## src/hw/rtl/sabd_pkg.sv

```systemverilog
// shared types, constants and helpers for the anchor box decoder
package sabd_pkg;

  localparam int MAX_LEVELS        = 4;
  localparam int ANCHORS_PER_LEVEL = 2;
  localparam int LEVEL_W           = 2;
  localparam int POS_W             = 12;
  localparam int CNT_W             = 20;
  localparam int COORD_W           = 20;
  localparam int CFG_INDEX_W       = 3;
  localparam int CFG_DATA_W        = 64;
  localparam int IN_DATA_W         = 80;
  localparam int OUT_DATA_W        = 120;

  // datapath stages between capture and a settled half extent
  localparam int DP_LATENCY = 8;
  localparam int STEP_W     = 4;

  localparam logic [17:0] LOG2E_Q16 = 18'd94548;
  localparam logic [15:0] EXP_C1    = 16'd43017;
  localparam logic [15:0] EXP_C2    = 16'd22519;

  typedef enum logic [CFG_INDEX_W-1:0] {
    REG_NET_WIDTH   = 3'd0,
    REG_NET_HEIGHT  = 3'd1,
    REG_SCORE_THR   = 3'd2,
    REG_VARIANCES   = 3'd3,
    REG_STRIDES     = 3'd4,
    REG_SIZES_FIRST = 3'd5,
    REG_SIZES_SEC   = 3'd6,
    REG_LEVEL_COUNT = 3'd7
  } cfg_reg_t;

  typedef enum logic {
    ST_IDLE,
    ST_BUSY
  } state_t;

  typedef struct packed {
    logic capture;
    logic out_load;
  } dp_cmd_t;

  typedef struct packed {
    logic keep;
  } dp_status_t;

  function automatic logic [15:0] field16(input logic [63:0] packed_v,
                                          input logic [LEVEL_W-1:0] idx);
    return packed_v[16*idx +: 16];
  endfunction

  // zero stride counts as one
  function automatic logic [7:0] stride_sel(input logic [31:0] strides,
                                            input logic [LEVEL_W-1:0] idx);
    logic [7:0] s;
    s = strides[8*idx +: 8];
    return (s == 8'd0) ? 8'd1 : s;
  endfunction

  function automatic logic [COORD_W-1:0] sat20(input logic signed [34:0] v);
    if (v > 35'sd524287) begin
      return 20'h7FFFF;
    end else if (v < -35'sd524288) begin
      return 20'h80000;
    end
    return v[COORD_W-1:0];
  endfunction

endpackage

```

## src/hw/rtl/sabd_ctrl.sv

```systemverilog
// controller: accepts items, sequences the arithmetic, owns the output valid
module sabd_ctrl import sabd_pkg::*; (
  input  logic       clk,
  input  logic       rst,
  input  logic       s_tvalid,
  output logic       s_tready,
  output logic       m_tvalid,
  input  logic       m_tready,
  input  dp_status_t status,
  output dp_cmd_t    cmd
);

  state_t            state, state_next;
  logic [STEP_W-1:0] step, step_next;
  logic              out_valid, out_valid_next;
  logic              accept;

  always_ff @(posedge clk) begin
    if (rst) begin
      state     <= ST_IDLE;
      step      <= '0;
      out_valid <= 1'b0;
    end else begin
      state     <= state_next;
      step      <= step_next;
      out_valid <= out_valid_next;
    end
  end

  always_comb begin
    state_next   = state;
    step_next    = step;
    cmd.capture  = 1'b0;
    cmd.out_load = 1'b0;
    s_tready     = 1'b0;
    accept       = 1'b0;
    case (state)
      ST_IDLE: begin
        s_tready    = 1'b1;
        accept      = s_tvalid;
        cmd.capture = accept;
        if (accept && status.keep) begin
          state_next = ST_BUSY;
          step_next  = '0;
        end
      end
      ST_BUSY: begin
        if (step != STEP_W'(DP_LATENCY)) begin
          step_next = step + STEP_W'(1);
        end else if (!out_valid || m_tready) begin
          cmd.out_load = 1'b1;
          state_next   = ST_IDLE;
        end
      end
      default: begin
        state_next = ST_IDLE;
      end
    endcase
    if (cmd.out_load) begin
      out_valid_next = 1'b1;
    end else if (m_tready) begin
      out_valid_next = 1'b0;
    end else begin
      out_valid_next = out_valid;
    end
  end

  assign m_tvalid = out_valid;

endmodule

```

## config.mk

```make
export PLATFORM = sky130hd
export DESIGN_NAME = sabd_ctrl
export DESIGN_NICKNAME = d
export VERILOG_FILES = /design/src/hw/rtl/sabd_pkg.sv /design/src/hw/rtl/sabd_ctrl.sv
export SDC_FILE = /design/constraint.sdc
export NUM_CORES = 1
export LEC_CHECK = 0
export BUFFER_PORTS_ARGS = -buffer_cell sky130_fd_sc_hd__buf_4
export CAP_MARGIN = 40
export CORE_AREA = 5 5 42 44
export CTS_CLUSTER_SIZE = 24
export DETAILED_ROUTE_END_ITERATION = 12
export DIE_AREA = 0 0 47 49
export PLACE_DENSITY_LB_ADDON = 0.2
export SYNTH_ARGS = -nofsm -noshare
export SYNTH_HDL_FRONTEND = slang
export SYNTH_SLANG_ARGS = --single-unit
```

## constraint.sdc

```tcl
create_clock -name clk -period 1.4 [get_ports clk]
set_input_delay 0.14 -clock clk [delete_from_list [all_inputs] [get_ports clk]]
set_output_delay 0.14 -clock clk [all_outputs]
set_load 0.01 [all_outputs]
```

# Word-level counts from Yosys, hierarchy flattened

Cells that the tools add are included.

Output and inout bits: 4
Register bits: 6
Input port bits: 5
Word-level logic and storage cells: 27

Multiplexer cells: 14
$add $sub $neg: 1
Reduce and logical (&&, ||, !) cells: 5
Equal/unequal tests: 3
Bitwise logic cells: 1

Operator list:

| operator                                                                 | count |
|---|---|
| 1-bit two-way mux                                                        | 10 |
| 4-bit two-way mux                                                        | 2 |
| 4-bit one-hot mux with 2 select lines                                    | 1 |
| 4-bit by 1-bit adder with 4-bit output (second input constant)           | 1 |
| 4-bit inequality test (second input constant)                            | 1 |
| 2-bit by 1-bit inequality test with 1-bit output (second input constant) | 1 |
| 2-bit inequality test (second input constant)                            | 1 |
| 1-bit one-hot mux with 2 select lines                                    | 1 |
| 2-bit AND reduction                                                      | 1 |
| 2-bit nonzero test                                                       | 1 |
| 1-bit logical AND                                                        | 1 |
| 1-bit zero test                                                          | 1 |
| 1-bit logical OR                                                         | 1 |
| 1-bit NOT                                                                | 1 |

# Longest topological paths before layout

Depth in word-level cells: 6
Depth in mapped cells: 5
Mapped depth without buffers: 5

# Least setup slack after synthesis

Ideal clock, no wire load.

Path kind: reg-to-output
Start: register step[0]
End: output cmd[0] in the netlist's numbering
Buffers on the path: 1
Slack: 0.198 ns
Data arrival time: 1.062 ns
Data required time: 1.260 ns
Stages on the path, launching flop included: 6
Path through: dfxtp_1 -> inv_1 -> ha_1 -> and3b_1 -> and3_4 -> buf_4

RTL lines:

| what                   | line            | text |
|---|---|---|
| start, declared        | sabd_ctrl.sv:14 | `logic [STEP_W-1:0] step, step_next;` |
| start signal, assigned | sabd_ctrl.sv:25 | `step <= step_next;` |
| end, declared          | sabd_ctrl.sv:10 | `output dp_cmd_t cmd` |

==> results.md <==
| Parameter | Value |
| --- | --- |
| Result of the run | completed |
| Aggregate global routing overflow | 0 |
| Worst setup skew after layout | 4.703 ps |
| Average cell area after synthesis | 9.055 sq um |
| Netlist area before placement | 344.1 sq um |
| Slew Limit Fails | 0 |
| Area share of the largest cell type after synthesis | 34.91% |
| Sort of element at the end of the critical path | output pin |
| Final net count | 61 |
| Syn. warnings | 0 |
| Synthesis-stage register bit count | 6 |
| Internal Power | 0.3084 mW |
| Clock Tree Buf Depth | 2 |
| Critical Path Fanout Max | 3 |
| Post-synthesis instance total | 38 |
| DIE WIDTH | 47 um |
| Clock transition time at the flip-flop clock pins of the worst setup and hold paths | 50 ps |
| Worst slack at placement | 128.2 ps |
| Max Cap Violations | 0 |
| Period utilisation layout | 96.89% |
| Prevailing post-synth register cell | dfxtp_1 |
| Number of synthesized flops with an enable pin | 0 |
| Post-synthesis cell type with the largest combined area | dfxtp_1 |
| Detailed-router iteration count before antenna repair | 4 |
| Worst-skew pair later-pin latency | 240 ps |
| Post-synth ARST share | 0% |
| Signal arrival time at the worst endpoint | 1220 ps |
| Routability congestion estimate from global placement | 0.7574 |
| I/O pin total | 9 |
| Detailed-route via count | 336 |
| Path type of the worst setup path | reg -> out |
| Count of input and output buffers | 8 |
| Starting density of the core | 24.55% |
| Antenna violations before repair | 0 |
| Cell leakage power | 0.1972 nW |
| Wire length of the first global-routing pass | 1228 um |
| Number of nets in the synthesized netlist | 45 |
| FP Rows | 14 |
| Max Clk Rate | 737.2 MHz |
| Clock group share of total power | 39.5% |
| Switching component of the power | 0.09633 mW |
| Total instance count after detailed placement | 62 |
| Total number of clock tree sinks | 6 |
| Die height | 49 um |
| Layout area overhead | 41.82% |
| Setup slack of the critical path after layout | 43.60 ps |
| Total Negative Setup Slacks | 0 ps |
| DRT Wirelength | 764 um |
| Unrepaired setup endpoints after global routing | yes |
| Switching Fraction | 23.80% |
| Post-CTS Hold Fix Bufs | 0 |
| Worst hold slack | 103.8 ps |
| Synth top area cells | dfxtp_1 (35%), ha_1 (7.3%), a21oi_1 (5.8%) |
| Share of total power in sequential cells | 44.5% |
| Final count of negative-setup-slack endpoints | 0 |
| Combinational Power Share | 16.0% |
| Area used by multi-input combinational logic | 206.4 sq um |
| Total clock buffers created by CTS | 3 |
| Share of cells above drive strength 1 | 50.00% |
| DIE AREA | 0.002303 sq mm |
| DRC violation count after routing | 0 |
| Post-layout min period | 1356 ps |
| Critical path launch point type | flop |
| CTS root buf | clkbuf_4 |
| Netlist cell types | 20 |
| Routed wire length per instance | 11.24 um |
| CTS H-Tree Depth | 1 |
| TritonCTS clock tree | done |
| Register area share after synthesis | 34.91% |
| Ant. Diodes | 0 |
| Antenna viol nets, final | 0 |
| Final core utilization | 34.82% |
| Sequential standard cell area | 122.6 sq um |
| Areal power density over the cells | 829.5 mW/mm^2 |
| Worst-case headroom to the max-slew limit | 86.61% |
| Average via count per standard cell | 4.941 |
| Number of endpoints with negative hold slack in the final report | 0 |
| Post-layout instance count excluding filler cells | 68 |
| Most common library cells after synthesis | dfxtp_1 (6), a21oi_1 (4), inv_1 (4), nand3_1 (3), o21ai_0 (3) |
| Maximum resistive drop on vdd | 423.0 uV |
| Pin count of the biggest net entering global routing | 7 |
| Overall fraction of global-route tracks in use | 7.752% |
| Post-detail-place hpwl | 549.2 um |
| Via count of the first global-routing pass | 288 |
| Most common cell in the netlist | dfxtp_1 |
| Worst-margin pin slew | 199.6 ps |
| Critical Path RT | 1260 ps |
| Worst hold path type | in -> reg |
| Core Region | 0.001401 sq mm |
| Fillers | 155 |
| Number of design-rule violations left by the first detailed-router iteration | 6 |
==> kinds of logic (layout without fill, tap and decap cells) <==
family,count (synthesis),after routing,synth area share (%)
AO/OA/AOI/OAI,10,10,19.27
adder cells (fa/ha/maj),2,2,7.272
buffers and inverters,6,20,8.725
flip-flops,6,6,34.91
AND/OR/NAND/NOR,14,14,29.82
==> layer usage <==
layer / wire length, um / track usage [%] / vias up
met5: 0 / 0 / -
met4: 14 / 4.147 / 0
met3: 76 / 5.904 / 2
met2: 323 / 9.502 / 11
met1: 349 / 9.471 / 158
li1: - / - / 165
==> worst max-delay path, stage by stage, from the launching register on <==
cell     delay, ps
dfxtp_2        320
inv_2           70
ha_4           130
and3b_1        170
and3_4         190
buf_6          100
==> placed cells by master, fill, tap and decap left out, types with 2 or more instances in the layout <==
cell type and count:
inv_1 2, nor2b_1 2, dfxtp_1 4, a21oi_1 4, nand3_1 3, o21ai_0 3, clkbuf_4 3, dfxtp_2 2
inv_2 2, buf_4 12
==> layout make-up <==
| type | count | share of cell area [%] |
|---|---|---|
| clock buffers | 3 | 4.615 |
| multi-input cells | 26 | 42.31 |
| inverters | 4 | 3.077 |
| well taps | 16 | 4.103 |
| flip-flops and latches | 6 | 25.13 |
| repair buffers | 13 | 20.77 |
==> registers in the layout, indices dropped and copies added, names as in the netlist <==
signal / flops
m_tvalid: 1
state: 1
step: 4
==> per-stage QoR <==
stage / power (mW) / instance area (sq um)
2_1_floorplan: 0.2099 / 344.1
3_3_place_gp: 0.2382 / 424.2
3_5_place_dp: 0.2379 / 424.2
4_1_cts: 0.4099 / 476.7
5_1_grt: 0.4403 / 488.0
6_report: 0.4048 / 488.0
==> power groups by stage <==
stage          combinational [mW]  clock (mW)  sequential (mW)
2_1_floorplan              0.0281           0            0.182
3_3_place_gp               0.0548           0            0.183
3_5_place_dp               0.0546           0            0.183
4_1_cts                    0.0628       0.167            0.180
5_1_grt                    0.0713       0.189            0.180
6_report                   0.0650       0.160            0.180
==> final timing paths <==
path	startpoint	endpoint	slack, ps	cells after the start
worst min register to register	m_tvalid$_SDFFE_PP0P_	m_tvalid$_SDFFE_PP0P_	490	2
worst max register to register	step[0]$_SDFFE_PP0P_	step[1]$_SDFFE_PP0P_	250	5
worst max-delay path	step[0]$_SDFFE_PP0P_	cmd[0]	40	5
worst min-delay path	rst	step[0]$_SDFFE_PP0P_	100	2
==> what timing repair did <==
action / CTS / global route
gates cloned: 0 / 0
endpoints found under the setup margin: 1 / 1
buffers inserted: 2 / 1
pin swaps: 1 / 1
gates resized for setup: 6 / 1
No activity file was read; power rests on OpenSTA's default activity.
